$ cat config.mk
export PLATFORM = sky130hd
export DESIGN_NAME = lfsf_pos
export DESIGN_NICKNAME = d
export VERILOG_FILES = /design/src/rtl/largest_free_square_finder_core_defines.svh /design/src/rtl/lfsf_pkg.sv /design/src/rtl/lfsf_pos.sv
export SDC_FILE = /design/constraint.sdc
export NUM_CORES = 1
export LEC_CHECK = 0
export ABC_AREA = 1
export BUFFER_PORTS_ARGS = -buffer_cell sky130_fd_sc_hd__buf_4
export CORE_ASPECT_RATIO = 2
export CORE_MARGIN = 2
export CORE_UTILIZATION = 35
export DETAILED_ROUTE_END_ITERATION = 10
export MAX_ROUTING_LAYER = met4
export PLACE_DENSITY = 0.6
export SLEW_MARGIN = 20
export SYNTH_ARGS = -nofsm -noshare
export SYNTH_HDL_FRONTEND = slang
export SYNTH_SLANG_ARGS = --single-unit
$ cat constraint.sdc
create_clock -name clk -period 3.1 [get_ports clk]
set_input_delay 0.465 -clock clk [delete_from_list [all_inputs] [get_ports clk]]
set_output_delay 0.465 -clock clk [all_outputs]
set_load 0.005 [all_outputs]
$ cat src/rtl/largest_free_square_finder_core_defines.svh
// assertion helpers for the rtl
`ifndef LARGEST_FREE_SQUARE_FINDER_CORE_DEFINES_SVH
`define LARGEST_FREE_SQUARE_FINDER_CORE_DEFINES_SVH

// checked only outside reset
`define LFSF_ASSERT(label, prop, msg) \
  label: assert property (@(posedge clk) disable iff (rst) prop) else $error(msg);

// checked on every edge, reset included
`define LFSF_ASSERT_ALWAYS(label, prop, msg) \
  label: assert property (@(posedge clk) prop) else $error(msg);

`endif

$ cat src/rtl/lfsf_pkg.sv
`default_nettype none

package lfsf_pkg;

  localparam int MAX_COLS_DEF = 1024;
  localparam int MAX_ROWS_DEF = 1024;

  localparam int POS_W  = 10;
  localparam int SIZE_W = 11;
  localparam int CNT_W  = 11;
  localparam int CNT_MAX = 2047;

  localparam logic [CNT_W-1:0]  CNT_RESET = 11'd1024;
  localparam logic [SIZE_W-1:0] SIZE_SAT  = 11'h7ff;

  localparam int CFG_IDX_W = 1;

  typedef enum logic [CFG_IDX_W-1:0] {
    REG_COL_COUNT = 1'b0,
    REG_ROW_COUNT = 1'b1
  } cfg_reg_t;

  // raster position of the cell being taken
  typedef struct packed {
    logic [POS_W-1:0] col;
    logic [POS_W-1:0] row;
    logic             grid_end;
  } pos_t;

  typedef struct packed {
    logic              found;
    logic [SIZE_W-1:0] square_size;
    logic [POS_W-1:0]  top_row;
    logic [POS_W-1:0]  left_col;
  } res_t;

endpackage

`default_nettype wire

$ cat src/rtl/lfsf_pos.sv
`default_nettype none

module lfsf_pos #(
  parameter int MAX_COLS = lfsf_pkg::MAX_COLS_DEF,
  parameter int MAX_ROWS = lfsf_pkg::MAX_ROWS_DEF
) (
  input  wire logic                          clk,
  input  wire logic                          rst,
  input  wire logic                          adv,
  input  wire logic [lfsf_pkg::CNT_W-1:0]    col_count,
  input  wire logic [lfsf_pkg::CNT_W-1:0]    row_count,
  output      lfsf_pkg::pos_t                cur,
  output      logic [$clog2(MAX_COLS)-1:0]   idx
);

  localparam int AW = $clog2(MAX_COLS);
  localparam int COL_LIM_I = (MAX_COLS > lfsf_pkg::CNT_MAX) ? lfsf_pkg::CNT_MAX : MAX_COLS;
  localparam int ROW_LIM_I = (MAX_ROWS > lfsf_pkg::CNT_MAX) ? lfsf_pkg::CNT_MAX : MAX_ROWS;
  localparam logic [lfsf_pkg::CNT_W-1:0] COL_LIM = COL_LIM_I[lfsf_pkg::CNT_W-1:0];
  localparam logic [lfsf_pkg::CNT_W-1:0] ROW_LIM = ROW_LIM_I[lfsf_pkg::CNT_W-1:0];
  localparam logic [AW-1:0] IDX_TOP = AW'(MAX_COLS - 1);

  logic [lfsf_pkg::POS_W-1:0] col_pos;
  logic [lfsf_pkg::POS_W-1:0] row_pos;
  logic [lfsf_pkg::CNT_W-1:0] cols;
  logic [lfsf_pkg::CNT_W-1:0] rows;
  logic [lfsf_pkg::CNT_W-1:0] col_inc;
  logic [lfsf_pkg::CNT_W-1:0] row_inc;
  logic                       col_end;
  logic                       row_end;

  // zero counts as one, anything past the storage as the limit
  always_comb begin
    if (col_count == '0) begin
      cols = lfsf_pkg::CNT_W'(1);
    end else if (col_count > COL_LIM) begin
      cols = COL_LIM;
    end else begin
      cols = col_count;
    end
    if (row_count == '0) begin
      rows = lfsf_pkg::CNT_W'(1);
    end else if (row_count > ROW_LIM) begin
      rows = ROW_LIM;
    end else begin
      rows = row_count;
    end
  end

  assign col_inc = {1'b0, col_pos} + lfsf_pkg::CNT_W'(1);
  assign row_inc = {1'b0, row_pos} + lfsf_pkg::CNT_W'(1);
  assign col_end = col_inc >= cols;
  assign row_end = row_inc >= rows;

  assign cur.col      = col_pos;
  assign cur.row      = row_pos;
  assign cur.grid_end = col_end && row_end;

  assign idx = (32'(col_pos) < MAX_COLS) ? AW'(col_pos) : IDX_TOP;

  always_ff @(posedge clk) begin
    if (rst) begin
      col_pos <= '0;
      row_pos <= '0;
    end else if (adv) begin
      if (col_end) begin
        col_pos <= '0;
        row_pos <= row_end ? '0 : row_inc[lfsf_pkg::POS_W-1:0];
      end else begin
        col_pos <= col_inc[lfsf_pkg::POS_W-1:0];
      end
    end
  end

endmodule

`default_nettype wire

After elaboration in Yosys (flattened, before gate mapping)
Index checks and enable logic that the tools add are counted.
{"block": "classes", "n_addsub": 2, "n_mul": 0, "n_div": 0, "order_cmp": 4, "n_eq_ne": 0, "shifts": 0, "mux": 6, "bitwise_logic": 0, "reduce_logical": 4}
{"op": "$mux W11", "n": 4}
{"op": "$add A10 B1 Y11 const B", "n": 2}
{"op": "$ge A11 B11 Y1", "n": 2}
{"op": "$gt A11 B11 Y1 const B", "n": 2}
{"op": "$logic_not A11 Y1", "n": 2}
{"op": "$mux W10", "n": 2}
{"op": "$reduce_and A2 Y1", "n": 1}
{"op": "$logic_and A1 B1 Y1", "n": 1}
{"block": "word_totals", "ff_bits": 20, "latch_bits": 0, "mem_bits_rw": 0, "romBits": 0, "input_bits": 25, "word_cells": 18, "mem_count": 0}

Longest topological paths before layout
Gate-level depths: netlist of the first run.
{"block": "depth", "depth_word": 5, "depth_mapped": 19}

Worst setup path before layout of the first run
Ideal clock, no wire load.
{"block": "synth_path", "path_kind": "input -> output", "from": "input port col_count[0] (netlist bit)", "to": "output port cur[0] (netlist bit)", "arrival_ns": 2.156, "path_slack_ns": 0.479, "cell_stages": 14, "path_buffers": 1, "cell_sequence": "or2_1 nor4_2 or2_1 buf_4 nand2_1 ha_1 nand2_1 inv_1 nand2_1 nor2_1 nand2_1 nand2_1 nor2_2 a31oi_1"}
{"item": "start, declared", "line_no": "lfsf_pos.sv:10", "rtl": "input wire logic [lfsf_pkg::CNT_W-1:0] col_count,"}
{"item": "end, declared", "line_no": "lfsf_pos.sv:12", "rtl": "output lfsf_pkg::pos_t cur,"}

==> run summary, run 1 <==
Top post-synthesis cells by count -> 100 x nand2_1, 50 x nor2_1, 44 x inv_1, 24 x ha_1, 20 x dfxtp_1
Worst reg-to-reg path cell count -> 17
DIE WIDTH -> 57.68 microns
Detailed placer's ending HPWL -> 4104 microns
Worst hold slack -> 0.4203 ns
Starting density of the core -> 35.63%
IO buf count -> 55
Hold EP -> idx[1]
Crit path max fanout -> 8
Setup TNS -> 0 ns
Netlist Area Pre-Place -> 2017 sq um
Status -> finished clean
CP Capture Type -> output pin
Family with the most delay on the worst path -> simple AND/OR/NAND/NOR gates
Cell area power density -> 310.3 nW/um^2
Clock H-tree levels -> 1
Initial DRT Pass Iterations -> 4
Critical path class -> input pin to output pin
Fin crit share -> 94.44%
Post-DR wirelength/cell -> 11.11 microns
Fillcell total -> 615
Vias/cell -> 4.667
Busiest grt layer -> met2
Setup-failing EPs final -> 0
Worst path arrival time -> 2.46 ns
Cell variety after synth -> 28
Hold Buf Count CTS -> 0
CP peak stage delay -> 0.29 ns
Detailed-route via count -> 2,044
Hold/Removal Path Class -> input pin to flip-flop
Hold Crit Depth -> 2
Fmax -> 341.6 MHz
NetSw -> 0.2341 mW
Post-synthesis sequential element count -> 20
Register share of total power -> 37.1%
Ys async rst share -> 0%
Tmin final -> 2.928 ns
Least-Margin Pin Slew -> 0.4450 ns
Setup ws final -> 0.1723 ns
GR Util met1 -> 15.31%
DRC viols -> 0
Mean Syn Cell Area -> 6.112 sq um
CP cell instances -> buf_4 > or2_1 > nor4_4 > or2_4 > buf_4 > nand2_1 > ha_1 > nand3_1 > nand3b_1 > nand2_1 > nor2_2 > a31oi_1 > buf_4
Most frequent cell after synthesis -> nand2_1
Die height -> 111.4 microns
Total core area -> 5660 sq um
Max_slew headroom -> 70.25%
First-pass GRT wire length -> 8079 microns
Sw frac -> 29.54%
Comb pwr share -> 30.6%
Cts bufs inserted -> 3
Slowest CP cell -> ha_1
Worst VDD drop -> 0.0001958 V
Total Routing Usage GR -> 15.98%
CTS tree -> yes
Crit-path most repeated cell -> buf_4
Clk_lat worst skew -> 0.25 ns
Leak -> 1.425 nW
Reg clk slew, reported paths -> 0.05 ns
Vias in the first global route -> 1,961
Worst reg2reg endpoint -> row_pos[4]
Dominant synthesized flop cell -> dfxtp_1
Top post-synthesis cells by area -> dfxtp_1 20%, nand2_1 19%, ha_1 15%
Met2 Resource Use GR -> 32.35%
Post-route ant nets -> 0
Pin count of the biggest net entering global routing -> 22
Reg2reg setup slack -> 0.56 ns
EDFF count, synth -> 0
Share of cells above drive strength 1 -> 24.67%
Placer Congestion -> 0.8184
Reg-to-Reg Start -> row_pos[0]
# IOs -> 56
Hold_sp -> rst
Clock share of power -> 32.3%
Worst Setup Start Kind -> input pin
Syn Nets -> 379
Cells after Synth -> 330
Sum of buffers and inverters on the critical path -> 3
Initial antenna violation count -> 0
Routed wire length -> 4866 microns
Area share of the largest cell type after synthesis -> 19.85%
Internal power -> 0.5582 mW
Max clock buf depth -> 2
Yosys warns -> 0
Setup WS pre-CTS -> 0.04231 ns
1st-iter DRT viols -> 32
Total clock sinks -> 20
Die area -> 6423 sq um
Sequential area share after synthesis -> 19.85%
Met3 usage -> 0.4646%
Clock Tree Root -> clkbuf_16
Layout Nets -> 428
Syn-to-layout area delta -> 26.61%
Max cap viols -> 0
Leading area contributor after synthesis -> dfxtp_1
Req. time, crit path -> 2.63 ns
Skew final -> 0.0009112 ns
Site Rows -> 39
Diode count -> 0
Global route overflow -> 0
Max Slew Vio Count -> 0
Number of hold violations in the final report -> 0
==> layer usage <==
layer  share of wire [%]  vias up
met4                 1.1        0
li1                    -     1103
met2                  59       46
met1                  36      893
met3                 3.3        2
met5                   0        -
==> timing repair <==
action	4_1_cts	5_1_grt
setup buffers	0	1
setup endpoints to repair	0	1
resized for setup	0	17
==> layout make-up <==
| class | instances | area (sq um) | area share (%) |
|---|---|---|---|
| multi-input combinational | 246 | 1364 | 53.41 |
| timing repair buffer | 60 | 450.4 | 17.64 |
| sequential | 20 | 407.9 | 15.97 |
| inverter | 48 | 180.2 | 7.055 |
| tap | 61 | 76.32 | 2.989 |
| clock buffer | 3 | 75.07 | 2.940 |
==> worst max path at each step <==
stage	start	endpoint	slack, ns	cells past startpoint
floorplan	col_count[0]	cur[0]	0.48	14
global placement	col_count[0]	cur[0]	0.09	13
detailed placement	col_count[0]	cur[0]	0.04	15
CTS	col_count[0]	cur[0]	0.03	15
global route	col_count[6]	cur[0]	-0.01	14
finish	col_count[2]	cur[0]	0.17	13
==> per-stage QoR <==
step	total power [mW]	utilization, %	cell area (sq um)	cells
2_1_floorplan	0.4495	-	2017	330
3_3_place_gp	0.5341	42.75	2420	434
3_5_place_dp	0.5379	42.75	2420	434
4_1_cts	0.7986	44.08	2495	437
5_1_grt	0.8481	45.11	2554	438
6_report	0.7923	45.11	2554	438
==> flip-flops by register name, indices dropped and copies added (netlist names) <==
signal   count
idx         10
row_pos     10
==> power by group through the flow <==
| stage | combinational (mW) | sequential, mW | clock [mW] |
|---|---|---|---|
| detailed placement | 0.240 | 0.297 | 0 |
| global placement | 0.236 | 0.298 | 0 |
| finish | 0.243 | 0.294 | 0.256 |
| floorplan | 0.155 | 0.295 | 0 |
| CTS | 0.241 | 0.293 | 0.265 |
| global route | 0.281 | 0.297 | 0.270 |
==> placed cells by master, fill, tap and decap left out, types with 2 or more instances in the layout <==
master | Yosys | final
a21oi_1 | 12 | 12
buf_4 | 13 | 60
clkbuf_16 | 0 | 3
dfxtp_1 | 20 | 16
dfxtp_2 | 0 | 3
ha_1 | 24 | 23
inv_1 | 44 | 44
inv_2 | 4 | 4
nand2_1 | 100 | 97
nand2_2 | 4 | 7
nand3_1 | 11 | 10
nand3b_1 | 2 | 2
nand4_1 | 2 | 2
nor2_1 | 50 | 48
nor2_2 | 5 | 5
nor2_4 | 0 | 2
o21ai_0 | 8 | 8
o21ai_1 | 2 | 2
or2_1 | 8 | 6
or2_4 | 0 | 2
xnor2_1 | 2 | 2
xor2_1 | 7 | 7
==> cell families after synthesis <==
kind of cell / count (synthesis) / synth area share (%)
buffers and inverters: 64 / 14.70
adders and majority gates: 24 / 14.89
xor gates and xnor gates: 9 / 3.908
DFF: 20 / 19.85
AOI/OAI and AO/OA: 28 / 7.879
and+or+nand+nor: 185 / 38.77
(Power assumes the default switching activity.)
==> run 2, diff against run 1 <==
--- a/config.mk
+++ b/config.mk
@@ -5,14 +5,15 @@
 export SDC_FILE = /design/constraint.sdc
 export NUM_CORES = 1
 export LEC_CHECK = 0
-export ABC_AREA = 1
+export ABC_AREA = 0
 export BUFFER_PORTS_ARGS = -buffer_cell sky130_fd_sc_hd__buf_4
 export CORE_ASPECT_RATIO = 2
 export CORE_MARGIN = 2
 export CORE_UTILIZATION = 35
+export CTS_CLUSTER_SIZE = 20
 export DETAILED_ROUTE_END_ITERATION = 10
 export MAX_ROUTING_LAYER = met4
-export PLACE_DENSITY = 0.6
+export PLACE_DENSITY = 0.61
 export SLEW_MARGIN = 20
 export SYNTH_ARGS = -nofsm -noshare
 export SYNTH_HDL_FRONTEND = slang
==> run summary, run 2 <==
DRC viols -> 0 (unchanged)
Sequential area share after synthesis -> 22.71% (+2.9 points)
Worst path depth -> 12 (-1)
Vias in the first global route -> 1,710 (-13%)
Leading area contributor after synthesis -> dfxtp_1
CP peak stage delay -> 0.38 ns (+0.09 ns)
Syn-to-layout area delta -> 39.89%
Total clock sinks -> 20 (unchanged)
Hold/Removal Path Class -> input pin to flip-flop
Syn Nets -> 253 (-33%)
Post-route ant nets -> 0 (unchanged)
Main combinational cell family by area after synthesis -> simple AND/OR/NAND/NOR gates
Global route overflow -> 0 (unchanged)
CP cell instances -> ha_2 > nand3_2 > inv_1 > and2_4 > nand4_1 > xnor2_2 > ha_1 > and3_1 > buf_4 > o311ai_4 > a31oi_2 > buf_4
Site Rows -> 36 (-7.7%)
Most common cell after layout, fill and taps aside -> buf_4
Die height -> 104.4 microns (-6.3%)
Routed wire length -> 4759 microns (-2.2%)
Top post-synthesis cells by area -> dfxtp_1 23%, ha_1 17%, nor2_1 5.1%
Reg-to-Reg Start -> idx[1]
Post-synthesis sequential element count -> 20 (unchanged)
Fillcell total -> 479 (-22%)
Sum of buffers and inverters on the critical path -> 3 (unchanged)
Worst Setup Start Kind -> flip-flop
Netlist Area Pre-Place -> 1763 sq um (-13%)
Number of hold violations in the final report -> 0 (unchanged)
Mux cell area share after synthesis -> 1.207% (+1.2 points)
Detailed-route via count -> 1,734 (-15%)
Multi-input gate area -> 1368 sq um (+0.27%)
Critical path class -> flip-flop to output pin
Cts bufs inserted -> 3 (unchanged)
Cell area power density -> 242.2 nW/um^2 (-22%)
Ys async rst share -> 0% (unchanged)
Sequential Area -> 412.9 sq um (+1.2%)
Die area -> 5655 sq um (-12%)
Max_slew headroom -> 66.30% (-3.9 points)
Setup-failing EPs final -> 0 (unchanged)
Crit-path most repeated cell -> buf_4
CP Capture Type -> output pin
Detailed placer's ending HPWL -> 3844 microns (-6.3%)
Hold Buf Count CTS -> 0 (unchanged)
Worst reg2reg endpoint -> row_pos[1]
Initial antenna violation count -> 0 (unchanged)
Clock H-tree levels -> 1 (unchanged)
Tmin final -> 3.026 ns (+0.09803 ns)
Setup ws final -> 0.07423 ns (-0.09803 ns)
XOR/XNOR Fraction of Synth Area -> 7.949% (+4.0 points)
Clk_lat worst skew -> 0.26 ns (about the same)
Post-DR wirelength/cell -> 14.73 microns (+33%)
Share of cells above drive strength 1 -> 42.11% (+17 points)
EDFF count, synth -> 0 (unchanged)
Fmax -> 330.5 MHz (-3.2%)
Post-synthesis simple-gate area fraction -> 24.34% (-14 points)
1st-iter DRT viols -> 27 (-16%)
Worst path arrival time -> 2.56 ns (+0.10 ns)
Family with the most delay on the worst path -> simple AND/OR/NAND/NOR gates
Req. time, crit path -> 2.63 ns (about the same)
Pin count of the biggest net entering global routing -> 17 (-23%)
Adder and majority gate portion of the synthesized area -> 17.03% (+2.1 points)
Total Routing Usage GR -> 17.93% (+2.0 points)
Crit path to -> cur[0]
# IOs -> 56 (unchanged)
Skew final -> 0.001682 ns (+0.0007704 ns)
Mean Syn Cell Area -> 8.642 sq um (+41%)
CTS tree -> yes
Yosys warns -> 0 (unchanged)
DIE WIDTH -> 54.19 microns (-6.1%)
Max Slew Vio Count -> 0 (unchanged)
Reg clk slew, reported paths -> 0.08 ns (+0.03 ns)
Top post-synthesis cells by count -> 24 x ha_1, 24 x nor2_1, 22 x nand2_1, 20 x dfxtp_1, 10 x buf_4
Setup WS pre-CTS -> 0.06460 ns (+0.02229 ns)
Cells after Synth -> 204 (-38%)
Area share of the largest cell type after synthesis -> 22.71% (+2.9 points)
Clock Tree Root -> clkbuf_8
Crit path max fanout -> 5 (-3)
Max clock buf depth -> 2 (unchanged)
Starting density of the core -> 36.24% (+0.61 points)
Synth Area in Compound Gates -> 20.37% (+12 points)
Placer Congestion -> 0.7611 (-7.0%)
Total core area -> 4865 sq um (-14%)
Least-Margin Pin Slew -> 0.5050 ns (+0.05994 ns)
Slowest CP cell -> dfxtp_4
Worst VDD drop -> 0.0001645 V (-16%)
Leak -> 1.210 nW (-15%)
First-pass GRT wire length -> 7507 microns (-7.1%)
Diode count -> 0 (unchanged)
Max cap viols -> 0 (unchanged)
Most frequent cells in the layout -> 71 x buf_4, 22 x nand2_1, 22 x nor2_1, 22 x ha_1, 14 x dfxtp_1
Layout Nets -> 316 (-26%)
Design Power -> 0.5972 mW (-25%)
Dominant synthesized flop cell -> dfxtp_1
Initial DRT Pass Iterations -> 4 (unchanged)
Cell variety after synth -> 41 (+46%)
IO buf count -> 55 (unchanged)
Fin crit share -> 97.61% (+3.2 points)
Reg2reg setup slack -> 0.26 ns (-0.30 ns)
Vias/cell -> 5.368 (+15%)
Crit path from -> row_pos[0]
Status -> finished clean
Worst reg-to-reg path cell count -> 13 (-4)
run 2: cell types whose count changed in the layout (fill, tap and decap cells not counted), sizes merged, moves of 9 or more:
cell,previous run,this run
a21oi,13,4
a22o,0,9
a22oi,0,9
buf,60,71
inv,48,5
nand2,104,22
nor2,55,26
run 2: worst min path at each step:
stage / start / slack, ns / end / cells past startpoint
2_1_floorplan: row_pos[1] / 0.52 / row_pos[1] / 1
3_3_place_gp: row_pos[8] / 0.54 / row_pos[8] / 1
5_1_grt: rst / 0.54 / idx[3] / 2
6_report: rst / 0.53 / idx[3] / 2
3_5_place_dp: row_pos[9] / 0.54 / row_pos[9] / 1
4_1_cts: rst / 0.53 / idx[6] / 2
run 2: worst register-to-register path, delay by kind of cell, from the launching register on:
family / cells / cell delay (ns)
AOI/OAI and AO/OA: 5 / 0.95
xor gates and xnor gates: 1 / 0.21
adders and majority gates: 1 / 0.28
buffers and inverters: 2 / 0.27
DFF: 1 / 0.38
and+or+nand+nor: 4 / 0.71
run 2: what timing repair did:
| action | CTS | global route |
|---|---|---|
| pin swaps | 4 | 12 |
| setup endpoints to repair | 1 | 1 |
| setup buffers | 2 | 4 |
| gates resized for setup | 8 | 24 |
run 2: area by class of cell:
| cell class | count | share of cell area (%) |
|---|---|---|
| inverters | 7 | 1.065 |
| multi-input cells | 164 | 55.45 |
| well taps | 57 | 2.892 |
| repair buffers | 71 | 21.61 |
| clock buffers | 4 | 2.232 |
| flip-flops and latches | 20 | 16.74 |
run 2: cells by family (layout without fill, tap and decap cells):
| family | count (synthesis) | after routing |
|---|---|---|
| adder cells (fa/ha/maj) | 24 | 24 |
| buffers and inverters | 20 | 82 |
| flip-flops | 20 | 20 |
| multiplexers | 2 | 2 |
| AO/OA/AOI/OAI | 42 | 42 |
| AND/OR/NAND/NOR | 80 | 80 |
| XOR/XNOR | 16 | 16 |
run 2: through the flow:
stage / utilization (%) / hold slack (ns) / instances / cell area [sq um] / setup TNS (ns)
floorplan: - / 0.5248 / 204 / 1763 / 0
global placement: 45.96 / 0.5362 / 313 / 2236 / 0
detailed placement: 45.96 / 0.5423 / 313 / 2236 / 0
CTS: 47.92 / 0.5258 / 319 / 2331 / 0
global route: 50.69 / 0.5396 / 323 / 2466 / -0.04841
finish: 50.69 / 0.5263 / 323 / 2466 / 0
run 2: power breakdown:
| part | internal (mW) | total, mW | switching (mW) |
|---|---|---|---|
| registers | 0.258 | 0.262 | 0.00315 |
| logic | 0.0672 | 0.131 | 0.0633 |
| clock network | 0.113 | 0.205 | 0.0920 |
| total | 0.439 | 0.597 | 0.159 |
run 2: layer usage:
layer | GRT usage, % | up-vias | wire length, microns
li1 | - | 867 | -
met1 | 16.47 | 803 | 1630
met2 | 34.60 | 53 | 2827
met3 | 2.155 | 11 | 157
met4 | 5.893 | 0 | 142
met5 | - | - | 0
