[src/rtl/largest_free_square_finder_core_defines.svh]
// assertion helpers for the rtl
`ifndef LARGEST_FREE_SQUARE_FINDER_CORE_DEFINES_SVH
`define LARGEST_FREE_SQUARE_FINDER_CORE_DEFINES_SVH

// checked only outside reset
`define LFSF_ASSERT(label, prop, msg) \
  label: assert property (@(posedge clk) disable iff (rst) prop) else $error(msg);

// checked on every edge, reset included
`define LFSF_ASSERT_ALWAYS(label, prop, msg) \
  label: assert property (@(posedge clk) prop) else $error(msg);

`endif

[src/rtl/lfsf_pkg.sv]
`default_nettype none

package lfsf_pkg;

  localparam int MAX_COLS_DEF = 1024;
  localparam int MAX_ROWS_DEF = 1024;

  localparam int POS_W  = 10;
  localparam int SIZE_W = 11;
  localparam int CNT_W  = 11;
  localparam int CNT_MAX = 2047;

  localparam logic [CNT_W-1:0]  CNT_RESET = 11'd1024;
  localparam logic [SIZE_W-1:0] SIZE_SAT  = 11'h7ff;

  localparam int CFG_IDX_W = 1;

  typedef enum logic [CFG_IDX_W-1:0] {
    REG_COL_COUNT = 1'b0,
    REG_ROW_COUNT = 1'b1
  } cfg_reg_t;

  // raster position of the cell being taken
  typedef struct packed {
    logic [POS_W-1:0] col;
    logic [POS_W-1:0] row;
    logic             grid_end;
  } pos_t;

  typedef struct packed {
    logic              found;
    logic [SIZE_W-1:0] square_size;
    logic [POS_W-1:0]  top_row;
    logic [POS_W-1:0]  left_col;
  } res_t;

endpackage

`default_nettype wire

[src/rtl/lfsf_step.sv]
`default_nettype none

`include "largest_free_square_finder_core_defines.svh"

module lfsf_step #(
  parameter int MAX_COLS = lfsf_pkg::MAX_COLS_DEF
) (
  input  wire logic                          clk,
  input  wire logic                          rst,
  input  wire logic                          in_fire,
  input  wire logic                          in_free,
  input  wire lfsf_pkg::pos_t                in_pos,
  input  wire logic [$clog2(MAX_COLS)-1:0]   in_idx,
  output      logic                          in_ready,
  input  wire logic [lfsf_pkg::SIZE_W-1:0]   up,
  output      logic                          ram_we,
  output      logic [$clog2(MAX_COLS)-1:0]   ram_waddr,
  output      logic [lfsf_pkg::SIZE_W-1:0]   ram_wdata,
  output      logic                          out_valid,
  input  wire logic                          out_ready,
  output      lfsf_pkg::res_t                res
);

  localparam int AW = $clog2(MAX_COLS);
  localparam int SW = lfsf_pkg::SIZE_W;
  localparam int PW = lfsf_pkg::POS_W;

  logic                b_valid;
  logic                b_free;
  lfsf_pkg::pos_t      b_pos;
  logic [AW-1:0]       b_idx;
  logic                b_fire;

  logic [SW-1:0]       left_size;
  logic [SW-1:0]       diag_size;
  logic [SW-1:0]       best_size;
  logic [PW-1:0]       best_top;
  logic [PW-1:0]       best_left;

  logic [SW-1:0]       least;
  logic [SW:0]         grown;
  logic [SW-1:0]       s_size;
  logic                better;
  logic [SW-1:0]       top_calc;
  logic [SW-1:0]       left_calc;
  logic [SW-1:0]       best_size_upd;
  logic [PW-1:0]       best_top_upd;
  logic [PW-1:0]       best_left_upd;

  // a finished grid may only leave when the result register has room
  assign b_fire   = b_valid && !(b_pos.grid_end && out_valid && !out_ready);
  assign in_ready = !b_valid || b_fire;

  always_comb begin
    least = (up < left_size) ? up : left_size;
    least = (least < diag_size) ? least : diag_size;
    grown = {1'b0, least} + (SW + 1)'(1);
    if (b_pos.row == '0 || b_pos.col == '0) begin
      s_size = SW'(b_free);
    end else if (!b_free) begin
      s_size = '0;
    end else if (grown[SW]) begin
      s_size = lfsf_pkg::SIZE_SAT;
    end else begin
      s_size = grown[SW-1:0];
    end
  end

  assign better    = s_size > best_size;
  assign top_calc  = {1'b0, b_pos.row} + SW'(1) - s_size;
  assign left_calc = {1'b0, b_pos.col} + SW'(1) - s_size;

  always_comb begin
    if (better) begin
      best_size_upd = s_size;
      best_top_upd  = top_calc[PW-1:0];
      best_left_upd = left_calc[PW-1:0];
    end else begin
      best_size_upd = best_size;
      best_top_upd  = best_top;
      best_left_upd = best_left;
    end
  end

  assign ram_we    = b_fire;
  assign ram_waddr = b_idx;
  assign ram_wdata = s_size;

  always_ff @(posedge clk) begin
    if (rst) begin
      b_valid   <= 1'b0;
      out_valid <= 1'b0;
      left_size <= '0;
      diag_size <= '0;
      best_size <= '0;
      best_top  <= '0;
      best_left <= '0;
    end else begin
      if (in_ready) begin
        b_valid <= in_fire;
      end
      if (b_fire) begin
        if (b_pos.grid_end) begin
          left_size <= '0;
          diag_size <= '0;
          best_size <= '0;
          best_top  <= '0;
          best_left <= '0;
        end else begin
          left_size <= s_size;
          diag_size <= up;
          best_size <= best_size_upd;
          best_top  <= best_top_upd;
          best_left <= best_left_upd;
        end
      end
      if (b_fire && b_pos.grid_end) begin
        out_valid <= 1'b1;
      end else if (out_ready) begin
        out_valid <= 1'b0;
      end
    end
  end

  always_ff @(posedge clk) begin
    if (in_fire) begin
      b_free <= in_free;
      b_pos  <= in_pos;
      b_idx  <= in_idx;
    end
    if (b_fire && b_pos.grid_end) begin
      res.found       <= best_size_upd != '0;
      res.square_size <= best_size_upd;
      res.top_row     <= best_top_upd;
      res.left_col    <= best_left_upd;
    end
  end

  `LFSF_ASSERT(a_found_matches_size, out_valid |-> (res.found == (res.square_size != '0)), "found disagrees with size")
  `LFSF_ASSERT(a_best_grows, b_fire && !b_pos.grid_end |=> best_size >= $past(best_size), "best size shrank inside a grid")
  `LFSF_ASSERT(a_stall_holds, b_valid && !b_fire |=> b_valid && $stable(b_idx) && $stable(b_pos), "stalled cell lost")
  `LFSF_ASSERT_ALWAYS(a_ready_when_empty, !b_valid |-> in_ready, "empty stage refused a word")

endmodule

`default_nettype wire

[config.mk]
export PLATFORM = sky130hd
export DESIGN_NAME = lfsf_step
export DESIGN_NICKNAME = d
export VERILOG_FILES = /design/src/rtl/lfsf_pkg.sv /design/src/rtl/lfsf_step.sv
export VERILOG_INCLUDE_DIRS = /design/src /design/src/rtl
export SDC_FILE = /design/constraint.sdc
export NUM_CORES = 1
export LEC_CHECK = 0
export BUFFER_PORTS_ARGS = -buffer_cell sky130_fd_sc_hd__buf_2
export CORE_AREA = 5 5 148 150
export DETAILED_ROUTE_END_ITERATION = 6
export DIE_AREA = 0 0 153 155
export SYNTH_ARGS = -nofsm -noshare
export SYNTH_HDL_FRONTEND = slang
export SYNTH_SLANG_ARGS = --single-unit
[constraint.sdc]
create_clock -name clk -period 12.6 [get_ports clk]
set_clock_uncertainty 0.15 [all_clocks]
set_input_delay 1.89 -clock clk [delete_from_list [all_inputs] [get_ports clk]]
set_output_delay 1.89 -clock clk [all_outputs]
set_load 0.05 [all_outputs]
=== After elaboration in Yosys (flattened, before gate mapping) ===
Cells that the tools add are included.

* Input bits: 47
* Register bits: 119
* Word-level logic and storage cells: 52

* Multiplexer cells: 15
* Reduce and logical (&&, ||, !) cells: 13
* $add $sub $neg: 5
* $lt $le $gt $ge: 3

{| class="wikitable"
|+ Operator list
! kind !! count
|-
| $mux W11 || 9
|-
| $mux W10 || 4
|-
| $lt A11 B11 Y1 || 2
|-
| $add A10 B1 Y10 const B || 2
|-
| $logic_not A10 Y1 || 2
|-
| $sub A10 B10 Y10 || 2
|-
| $add A11 B1 Y12 const B || 1
|-
| $gt A11 B11 Y1 || 1
|-
| $reduce_bool A11 Y1 || 1
|-
| $logic_and A1 B1 Y1 || 4
|-
| $logic_not A1 Y1 || 3
|-
| $logic_or A1 B1 Y1 || 2
|-
| $mux W1 || 2
|-
| $reduce_bool A2 Y1 || 1
|}

=== Depth between registers and ports, before layout ===
Gate-level depths: netlist of the first run.

* Word-level depth: 11
* Depth in mapped cells: 40
* Gate-level depth less buffers: 33

=== Least setup slack after synthesis of the first run ===
No wires, ideal clock.

* Kind: input -> register
* Start: input up[6] (netlist bit)
* End: register res[21] (netlist bit), data pin
* Slack: 2.726 ns
* Cell stages on the path: 33
* Data arrival time: 9.458 ns
* Buffers on the path: 7
* Setup time: 0.266 ns
* Path through: ha_1 a21oi_1 o21ai_1 a221oi_4 buf_2 buf_2 buf_2 o21ai_0 ha_1 nand4_1 o31ai_1 a21oi_1 o21a_1 o21ai_2 nor2_1 a21oi_1 ha_1 nand4_1 nor4_1 nor2_1 o21ai_0 o22ai_1 a311oi_1 ha_1 o21a_1 nor2b_1 o21ai_0 a21oi_1 clkbuf_1 clkbuf_1 clkbuf_1 clkbuf_1 o21ai_0

* Word-level cells in the longest chain between the ends: 10

{| class="wikitable"
|+ RTL lines
! element !! line !! source
|-
| start, declared || lfsf_step.sv:15 || <nowiki>input wire logic [lfsf_pkg::SIZE_W-1:0] up,</nowiki>
|-
| $lt A11 B11 Y1 || lfsf_step.sv:55 || <nowiki>least = (up < left_size) ? up : left_size;</nowiki>
|-
| $mux W11 * || lfsf_step.sv:55 ||
|-
| $lt A11 B11 Y1 || lfsf_step.sv:56 || <nowiki>least = (least < diag_size) ? least : diag_size;</nowiki>
|-
| $mux W11 * || lfsf_step.sv:56 ||
|-
| $add A11 B1 Y12 * || lfsf_step.sv:57 || <nowiki>grown = {1'b0, least} + (SW + 1)'(1);</nowiki>
|-
| $mux W11 * || lfsf_step.sv:62 || <nowiki>end else if (grown[SW]) begin</nowiki>
|-
| $mux W11 * || lfsf_step.sv:60 || <nowiki>end else if (!b_free) begin</nowiki>
|-
| $mux W11 * || lfsf_step.sv:58 || <nowiki>if (b_pos.row == '0 || b_pos.col == '0) begin</nowiki>
|-
| net ram_wdata, one bit || lfsf_step.sv:18 || <nowiki>output logic [lfsf_pkg::SIZE_W-1:0] ram_wdata,</nowiki>
|-
| $gt A11 B11 Y1 * || lfsf_step.sv:69 || <nowiki>assign better = s_size > best_size;</nowiki>
|-
| $mux W11 * || lfsf_step.sv:74 || <nowiki>if (better) begin</nowiki>
|-
| net best_size_upd[1] || lfsf_step.sv:46 || <nowiki>logic [SW-1:0] best_size_upd;</nowiki>
|-
| end, declared || lfsf_step.sv:21 || <nowiki>output lfsf_pkg::res_t res</nowiki>
|}

The timed path passes the listed nets; every way through them passes the cells marked *.
A chain may end at the register's enable or synchronous reset.

=== Worst setup path in the final report of the first run ===
* Start: input up[10] (netlist bit)
* End: register res[31] (netlist bit), data pin

* Word-level cells in the longest chain between the ends: 11

{| class="wikitable"
|+ RTL lines
! element !! line !! source
|-
| $lt A11 B11 Y1 || lfsf_step.sv:55 ||
|-
| $mux W11 * || lfsf_step.sv:55 ||
|-
| $lt A11 B11 Y1 || lfsf_step.sv:56 ||
|-
| $mux W11 * || lfsf_step.sv:56 ||
|-
| $add A11 B1 Y12 * || lfsf_step.sv:57 ||
|-
| $mux W11 * || lfsf_step.sv:62 ||
|-
| $mux W11 * || lfsf_step.sv:60 ||
|-
| $mux W11 * || lfsf_step.sv:58 ||
|-
| $gt A11 B11 Y1 || lfsf_step.sv:69 ||
|-
| $mux W11 * || lfsf_step.sv:74 ||
|-
| $reduce_bool A11 Y1 * || lfsf_step.sv:132 || <nowiki>res.found <= best_size_upd != '0;</nowiki>
|}

Mark *: on every way between the ends. The rest lies on a longest branch, timed or not.

==> results of run 1 <==
-- layout make-up --
type / instances / area, sq um
Fill cell: 2045 / 12100
Clock inverter: 10 / 77.6
Clock buffer: 22 / 533
Timing Repair Buffer: 112 / 586
Tap cell: 275 / 344
Sequential cell: 119 / 3020
Inverter: 66 / 248
Multi-Input combinational cell: 506 / 3640
-- metrics by stage --
step | hold slack [ns] | cell area, sq um | util, %
floorplan | 0.286 | 6990 | -
global placement | 0.296 | 7840 | 38.1
detailed placement | 0.308 | 7840 | 38.1
CTS | 0.315 | 8450 | 41.1
global route | 0.340 | 8450 | 41.1
finish | 0.316 | 8450 | 41.1
-- worst min-delay path by stage --
stage          cells after the start  slack, ns      endpoint         start
4_1_cts                            2       0.32  best_size[8]  best_size[8]
3_5_place_dp                       2       0.31  best_size[8]  best_size[8]
5_1_grt                            2       0.34  best_size[8]  best_size[8]
2_1_floorplan                      2       0.29  best_size[8]  best_size[8]
3_3_place_gp                       2       0.30  best_size[8]  best_size[8]
6_report                           2       0.32  best_size[8]  best_size[8]
-- synthesized netlist by cell type, types with 23 or more instances --
library cell and n:
ha_1 66, nor2_1 65, nand3_1 28, dfxtp_1 55, inv_1 66, a21oi_1 50
o21ai_0 23, nand2_1 46, edfxtp_1 64, a22oi_1 37, clkbuf_1 23, xnor2_1 26
-- routing by layer --
| layer | track usage, % | wire (um) | up-vias |
|---|---|---|---|
| met5 | 0 | 13 | - |
| met3 | 4.95 | 1140 | 38 |
| met1 | 20.5 | 8690 | 2687 |
| li1 | - | - | 2813 |
| met2 | 26.6 | 9040 | 165 |
| met4 | 6.62 | 524 | 2 |
-- sequential cells by signal, indices dropped and copies added, names as in the netlist, 10 cells and up --
name and cells:
diag_size 11, best_left 10, best_top 10, res 32
b_pos 21, ram_waddr 10, left_size 11, best_size 11
-- cells by family after synthesis --
family	after synthesis
compound gates	166
xor+xnor	31
mux	36
flops	119
buf+inv	93
fa+ha+maj	68
simple gates	205
-- worst reg2reg max path: cells and delay by family, from the launching register on --
kind / cells / cell delay (ns)
muxes: 1 / 0.41
AOI/OAI and AO/OA: 17 / 3.77
adders and majority gates: 4 / 1.25
DFF: 1 / 0.51
buffers and inverters: 3 / 0.93
and+or+nand+nor: 6 / 1.34
-- power by group through the flow --
stage,Sequential [mW],Clock [mW],Combinational [mW]
floorplan,0.543,0,0.427
global placement,0.492,0,0.636
detailed placement,0.493,0,0.640
CTS,0.485,0.497,0.646
global route,0.488,0.516,0.707
finish,0.485,0.487,0.643
==> impl_metrics.py, run 1 <==
metrics = {
    "outcome": {
        "status": "finished, final reports clean",
    },
    "worst_setup_path": {
        "critPathSlowestCell": "a311oi_1",
        "crit_end": "res[31]",
        "rrSetupSlack_ns": 4.00,
        "cp.depth": 31,
        "worstSetupEndpointType": "flip-flop",
        "crit_buf_inv": 3,
        "worstPathArrival_ns": 9.65,
        "reg2reg_to": "res[31]",
        "crit_path_start": "up[10]",
        "worstPathMaxFanout": 35,
        "worstRegToRegCells": 31,
        "r2r_start": "left_size[4]",
        "critPathRequiredTime_ns": 12.61,
        "slowest_delay_ns": 0.66,
        "criticalPathCategory": "in -> reg",
        "startpoint_type": "input pin",
        "path_delay_family": "compound AO/OA/AOI/OAI gates",
    },
    "clock_network": {
        "cts-root-buf": "clkbuf_16",
        "cts_setup_buffers": 0,
        "cts_buffer_depth": 2,
        "cts_buffers": 17,
        "cts_tree": "yes",
        "cts_resized": 0,
        "clock_latency_ns": 0.42,
        "cts_hold_buf": 0,
        "htree_levels": 4,
        "clkSlewWorstSetupHoldPaths_ns": 0.06,
        "clock-sinks": 119,
    },
    "die": {
        "dieHeight_um": 155,
        "std_cell_rows": 53,
        "dieArea_sq_um": 23700,
        "initial_core_util_pct": 34.0,
        "die_w_um": 153,
        "pin_count": 103,
        "core_sq_um": 20600,
    },
    "pwr": {
        "power_mw": 1.61,
        "power_frac_clock_pct": 30.2,
        "switching_share_pct": 37.1,
        "ir_drop_v": 0.000107,
        "internal_power_mw": 1.01,
        "p_switching_uw": 599,
        "comb_power_share_pct": 39.8,
        "p_per_area_nw_per_um2": 191,
        "power_frac_seq_pct": 30.0,
        "leakagePower_nw": 3.39,
    },
    "logic_synthesis": {
        "synth_edf_count": 64,
        "syn-cell-area_sq_um": 6990,
        "synth.area.mux_share_pct": 5.62,
        "synth_xor_area_share_pct": 3.88,
        "syn_nets": 833,
        "synth-compound-area-share_pct": 15.9,
        "synth_top_family_by_area": "compound AO/OA/AOI/OAI gates",
        "synth.distinct_cells": 60,
        "synthFlopType": "edfxtp_1",
        "yosysWarnings": 0,
        "yosys_register_bits": 119,
        "ys_top_cells_by_area": "edfxtp_1 27%, dfxtp_1 16%, ha_1 12%",
        "synthAdderAreaFrac_pct": 12.4,
        "synth.largest_area_cell": "edfxtp_1",
        "yosysSeqAreaShare_pct": 43.2,
        "synth.top_cell.area_share_pct": 27.5,
        "syn_area_per_cell_sq_um": 9.74,
        "synthArstFlopShare_pct": 0,
        "synth-simple-area-share_pct": 14.0,
        "synthCells": 718,
    },
    "timing": {
        "min_period_over_period_pct": 76.6,
        "slew_headroom_pct": 26.5,
        "setup_ws_ns": 2.95,
        "min_period_ns": 9.65,
        "max_slew.worst_pin.slew_ns": 1.10,
        "hold_viol": 0,
        "finalSetupTns_ns": 0,
        "rsz0062_at_grt": "false",
        "setup_viol": 0,
        "fmax_ghz": 0.104,
        "finalMaxSlewViolations": 0,
    },
    "global_routing": {
        "grt.total_usage_pct": 16.4,
        "antenna_found_initial": 1,
        "grt_pass1_vias": 5828,
        "grt_first_pass_wirelength_mm": 31.0,
        "gr-total-overflow": 0,
        "grt_max_degree": 57,
    },
    "detailed_routing": {
        "drt_iter0_drc": 438,
        "wl_per_cell_um": 17.5,
        "via_per_inst": 5.14,
        "drt_pass1_iterations": 5,
        "drc_errors": 0,
        "ant_nets": 0,
        "vias": 5705,
        "drt_wl_total_mm": 19.4,
    },
    "final_layout": {
        "final_cells": 1110,
        "syn_to_final_growth_pct": 20.8,
        "final_cell_mix": "102 x buf_2, 66 x inv_1, 66 x ha_1",
        "diodes": 0,
        "layout_commonest_cell": "buf_2",
        "final_net_count": 937,
        "final_layout_size_suffix_gt1_share_pct": 22.8,
    },
    "place": {
        "dp_cells": 1078,
        "place_hpwl_mm": 14.3,
        "gp_congestion": 0.889,
        "pre_cts_ws_ns": 2.63,
        "port_buffers": 102,
    },
    "job": {
        "cap_violations": 0,
    },
    "worst_hold_path": {
        "hold_path_class": "reg -> reg",
    },
}
No activity file was read; power rests on OpenSTA's default activity.
==> inputs of run 2 (changes only) <==
- clock period: 12.6 -> 9 ns (I/O delays scaled with it)
==> run 2 against run 1 <==
  * Via count decreased by 0.60%
  * Total power increased by 42%
  * Cell count increased by 0.81%
  * Critical endpoint unchanged
  * Clock power increased by 37%
==> impl_metrics.py, run 2 (synthesis results as in run 1) <==
metrics = {
    "outcome": {
        "status": "finished, final reports clean",
    },
    "worst_setup_path": {
        "rrSetupSlack_ns": 1.30,
        "critPathRequiredTime_ns": 9.01,
        "r2r_start": "left_size[4]",
        "cp.depth": 28,
        "worstPathArrival_ns": 8.21,
        "worstRegToRegCells": 28,
        "reg2reg_to": "res[31]",
        "worstSetupEndpointType": "flip-flop",
        "worstPathMaxFanout": 15,
        "crit_path_start": "up[6]",
        "criticalPathCategory": "in -> reg",
        "path_delay_family": "compound AO/OA/AOI/OAI gates",
        "crit_top_cell": "a21oi_1",
        "crit_end": "res[31]",
        "crit_buf_inv": 2,
        "startpoint_type": "input pin",
        "slowest_delay_ns": 0.49,
        "critPathSlowestCell": "or3b_2",
    },
    "die": {
        "die_w_um": 153,
        "initial_core_util_pct": 34.0,
        "dieHeight_um": 155,
        "pin_count": 103,
        "std_cell_rows": 53,
        "core_sq_um": 20600,
        "dieArea_sq_um": 23700,
    },
    "timing": {
        "setup_viol": 0,
        "slew_headroom_pct": 26.2,
        "setup_ws_ns": 0.797,
        "fmax_ghz": 0.122,
        "rsz0062_at_grt": "false",
        "hold_viol": 0,
        "max_slew.worst_pin.slew_ns": 1.11,
        "min_period_ns": 8.20,
        "finalSetupTns_ns": 0,
        "finalMaxSlewViolations": 0,
        "min_period_over_period_pct": 91.1,
        "holdWs_ns": 0.314,
    },
    "final_layout": {
        "final_layout_size_suffix_gt1_share_pct": 23.3,
        "largestRegisters": "res: 32 flops, b_pos: 21 flops",
        "fill_cells": 2052,
        "top_register": "res",
        "layout_commonest_cell": "buf_2",
        "syn_to_final_growth_pct": 21.7,
        "utilization_pct": 41.4,
        "largest_register_ffs": 32,
        "final_cell_mix": "102 x buf_2, 66 x inv_1, 66 x ha_1",
        "diodes": 0,
        "final_net_count": 946,
    },
    "clock_network": {
        "clkSlewWorstSetupHoldPaths_ns": 0.06,
        "cts-root-buf": "clkbuf_16",
        "clock-sinks": 119,
        "clock_latency_ns": 0.42,
        "cts_buffer_depth": 2,
        "cts_resized": 0,
        "cts_buffers": 17,
        "cts_tree": "yes",
        "htree_levels": 4,
    },
    "global_routing": {
        "grt_first_pass_wirelength_mm": 30.3,
        "grt.total_usage_pct": 16.1,
        "gr-total-overflow": 0,
        "grt_pass1_vias": 5698,
        "grt_max_degree": 57,
        "antenna_found_initial": 0,
    },
    "detailed_routing": {
        "via_per_inst": 5.07,
        "ant_nets": 0,
        "drc_errors": 0,
        "drt_iter0_drc": 467,
        "vias": 5671,
        "drt_pass1_iterations": 5,
        "wl_per_cell_um": 16.9,
        "drt_wl_total_mm": 18.9,
    },
    "place": {
        "pre_cts_ws_ns": 0.412,
        "port_buffers": 102,
        "gp_congestion": 0.880,
        "place_hpwl_mm": 14.2,
    },
    "pwr": {
        "p_switching_uw": 822,
        "power_mw": 2.28,
        "power_frac_clock_pct": 29.2,
        "p_per_area_nw_per_um2": 268,
        "leakagePower_nw": 3.42,
        "internal_power_mw": 1.46,
        "ir_drop_v": 0.000162,
        "switching_share_pct": 36.0,
        "power_frac_seq_pct": 29.7,
        "comb_power_share_pct": 41.1,
    },
    "worst_hold_path": {
        "hold_path_class": "reg -> reg",
    },
    "job": {
        "cap_violations": 0,
    },
}
run 2: cell count changes in the layout (fill, tap and decap cells not counted), sizes merged:
cell    previous run  this run
buf              112       121
inv               70        67
clkinv             6         4
clkbuf            22        27
run 2: per-layer routing:
metal	global-route usage (%)	routed length [um]	vias up
met5	0	0	-
li1	-	-	2843
met2	26.1	8840	186
met3	4.34	1190	31
met4	5.81	382	0
met1	20.9	8500	2611
run 2: layout make-up:
cell class | count | area, sq um | share of cell area (%)
tap | 275 | 344 | 4.04
multi-input combinational | 506 | 3640 | 42.8
inverter | 66 | 248 | 2.91
timing repair buffer | 121 | 653 | 7.68
sequential | 119 | 3020 | 35.5
clock buffer | 27 | 567 | 6.66
clock inverter | 5 | 30.0 | 0.353
run 2: power by group through the flow:
stage / logic, mW / registers, mW / clock network (mW)
after floorplan: 0.599 / 0.760 / 0
after detailed placement: 0.908 / 0.688 / 0
after global routing: 1.03 / 0.683 / 0.708
final: 0.940 / 0.678 / 0.666
after CTS: 0.915 / 0.678 / 0.681
after global placement: 0.903 / 0.688 / 0
run 2: worst min-delay path by stage:
stage	start	endpoint	slack (ns)	cells after the start
4_1_cts	diag_size[1]	diag_size[1]	0.32	2
2_1_floorplan	best_size[8]	best_size[8]	0.29	2
3_5_place_dp	diag_size[1]	diag_size[1]	0.31	2
6_report	best_size[8]	best_size[8]	0.31	2
5_1_grt	best_size[8]	best_size[8]	0.34	2
3_3_place_gp	best_size[8]	best_size[8]	0.29	2
run 2: stage by stage:
stage | cell area [sq um] | std cells
after floorplan | 7000 | 718
final | 8510 | 1119
after global routing | 8510 | 1119
after global placement | 7870 | 1082
after CTS | 8470 | 1114
after detailed placement | 7870 | 1082
run 2: tightest hold or removal path, cell delays in order, from the launching register on:
cell and delay, ns:
dfxtp_1 0.31, nand2_1 0.05, a21oi_1 0.05
run 2: repair_timing:
action / CTS / global route
endpoints found under the setup margin: 0 / 1
hold buffers: 0 / 0
buffers inserted: 0 / 5
==> inputs of run 3 (changes only) <==
- ABC_AREA: not set -> 1
- ABC_CLOCK_PERIOD_IN_PS: not set -> 9000
- CORE_AREA: 5 5 148 150 -> 5 5 156 158
- DIE_AREA: 0 0 153 155 -> 0 0 161 163
==> run 3 against run 2 <==
  * Wire length down 9.3%
  * Critical endpoint is now best_left[9]
  * Critical path depth grew 6
  * Largest cell class unchanged
  * Setup slack improved by 0.81 ns
  * Sequential share of layout area increased by 2.0 points
  * Non-clock buffer count decreased by 15
==> impl_metrics.py, run 3 <==
metrics = {
    "timing": {
        "holdWs_ns": 0.313,
        "slew_headroom_pct": 24.1,
        "rsz0062_at_grt": "false",
        "fmax_ghz": 0.135,
        "min_period_ns": 7.40,
        "setup_viol": 0,
        "setup_ws_ns": 1.60,
        "finalMaxSlewViolations": 0,
        "max_slew.worst_pin.slew_ns": 1.14,
        "hold_viol": 0,
        "min_period_over_period_pct": 82.2,
        "finalSetupTns_ns": 0,
    },
    "worst_setup_path": {
        "slowest_delay_ns": 0.40,
        "worstPathArrival_ns": 7.50,
        "worstRegToRegCells": 34,
        "worstSetupEndpointType": "flip-flop",
        "startpoint_type": "input pin",
        "criticalPathCategory": "in -> reg",
        "critPathSlowestCell": "fa_1",
        "worstPathMaxFanout": 21,
        "critPathRequiredTime_ns": 9.11,
        "crit_top_cell": "a21oi_1",
    },
    "global_routing": {
        "grt.total_usage_pct": 13.5,
        "antenna_found_initial": 1,
        "grt_first_pass_wirelength_mm": 27.4,
        "gr-total-overflow": 0,
        "grt_pass1_vias": 5294,
        "grt_max_degree": 56,
    },
    "worst_hold_path": {
        "hold_path_depth": 2,
        "hold_path_class": "reg -> reg",
    },
    "pwr": {
        "power_mw": 1.92,
        "ir_drop_v": 0.000125,
        "leakagePower_nw": 3.43,
        "p_per_area_nw_per_um2": 239,
    },
    "logic_synthesis": {
        "yosysMostFrequentCell": "nand2_1",
        "syn_area_per_cell_sq_um": 8.71,
        "syn-cell-area_sq_um": 6720,
        "synthArstFlopShare_pct": 0,
        "synthTopCellsByCount": "222 x nand2_1, 85 x a21oi_1, 79 x inv_1, 66 x ha_1, 64 x edfxtp_1",
        "syn_nets": 886,
        "synthCells": 771,
        "synth.top_cell.area_share_pct": 28.6,
        "synthFlopType": "edfxtp_1",
        "yosysSeqAreaShare_pct": 45.0,
        "synth.largest_area_cell": "edfxtp_1",
        "synth_edf_count": 64,
        "yosysWarnings": 0,
        "ys_top_cells_by_area": "edfxtp_1 29%, dfxtp_1 16%, nand2_1 12%",
        "synth.distinct_cells": 42,
        "yosys_register_bits": 119,
    },
    "die": {
        "std_cell_rows": 56,
        "die_w_um": 161,
        "initial_core_util_pct": 29.2,
        "pin_count": 103,
        "dieArea_sq_um": 26200,
        "dieHeight_um": 163,
        "core_sq_um": 23000,
    },
    "place": {
        "dp_cells": 1139,
        "pre_cts_ws_ns": 1.21,
        "gp_congestion": 0.828,
        "placed_area_sq_um": 7490,
        "port_buffers": 102,
        "place_hpwl_mm": 12.7,
    },
    "clock_network": {
        "cts_resized": 0,
        "cts_buffers": 17,
        "cts_tree": "yes",
        "cts_setup_buffers": 0,
        "cts-root-buf": "clkbuf_16",
        "clkSlewWorstSetupHoldPaths_ns": 0.06,
        "cts_buffer_depth": 2,
        "cts_hold_buf": 0,
        "clock_latency_ns": 0.43,
        "htree_levels": 4,
        "clock-sinks": 119,
    },
    "detailed_routing": {
        "drc_errors": 0,
        "drt_pass1_iterations": 4,
        "drt_iter0_drc": 193,
        "drt_wl_total_mm": 17.2,
        "vias": 5343,
        "via_per_inst": 4.56,
        "ant_nets": 0,
        "wl_per_cell_um": 14.7,
    },
    "final_layout": {
        "final_cells": 1171,
        "final_net_count": 983,
        "largestRegisters": "res: 32 flops, b_pos: 21 flops",
        "fin_area_sq_um": 8050,
        "syn_to_final_growth_pct": 19.9,
        "largest_register_ffs": 32,
        "fill_cells": 2362,
        "final_cell_mix": "222 x nand2_1, 102 x buf_2, 85 x a21oi_1",
        "diodes": 0,
        "final_layout_size_suffix_gt1_share_pct": 22.0,
        "top_register": "res",
        "utilization_pct": 35.0,
        "layout_commonest_cell": "nand2_1",
    },
    "job": {
        "cap_violations": 0,
    },
    "outcome": {
        "status": "finished, final reports clean",
    },
}
[run 3: cell types whose count changed in the layout (fill, tap and decap cells not counted), moves of 22 or more]
| cell | change |
|---|---|
| nand2_2 | +23 |
| nand2_1 | +176 |
| a22oi_1 | -37 |
| a21oi_1 | +36 |
| nor2_1 | -39 |
| mux2_2 | -22 |
[run 3: report_power, final]
part / internal (mW) / total [mW] / switching, mW
registers: 0.637 / 0.655 / 0.0180
clock network: 0.388 / 0.653 / 0.265
logic: 0.181 / 0.614 / 0.433
total: 1.21 / 1.92 / 0.716
[run 3: cell families after synthesis]
| group | Yosys count | synth area share (%) |
|---|---|---|
| AO/OA/AOI/OAI | 137 | 11.8 |
| XOR/XNOR | 17 | 2.22 |
| adder cells (fa/ha/maj) | 68 | 12.9 |
| buffers and inverters | 109 | 6.56 |
| flip-flops | 119 | 45.0 |
| AND/OR/NAND/NOR | 321 | 21.5 |
[run 3: per-layer routing]
layer	wire [um]	vias to the layer above	GRT usage, %
li1	-	2762	-
met1	7890	2419	16.5
met2	7890	128	22.2
met3	895	32	3.97
met4	465	2	5.62
met5	13	-	0
[run 3: worst max-delay path: cells and delay by family]
| kind | cells | cell delay, ns |
|---|---|---|
| compound gates | 12 | 2.57 |
| xor+xnor | 1 | 0.21 |
| fa+ha+maj | 5 | 1.47 |
| buf+inv | 4 | 0.30 |
| simple gates | 12 | 1.63 |
[run 3: path summary, 6_finish.rpt]
kind                 startpoint            to  slack [ns]
setup / recovery         up[10]  best_left[9]        1.60
hold / removal      best_top[1]   best_top[1]        0.31
setup reg to reg  left_size[10]  best_left[9]        2.26
hold reg to reg     best_top[1]   best_top[1]        0.31
[run 3: cell type report]
class / count / area, sq um / share of cell area, %
Clock buffer: 18 / 439 / 5.45
Tap cell: 290 / 363 / 4.51
Multi-Input combinational cell: 543 / 3260 / 40.5
Sequential cell: 119 / 3020 / 37.5
Clock inverter: 14 / 125 / 1.55
Timing Repair Buffer: 106 / 541 / 6.71
Inverter: 81 / 304 / 3.78
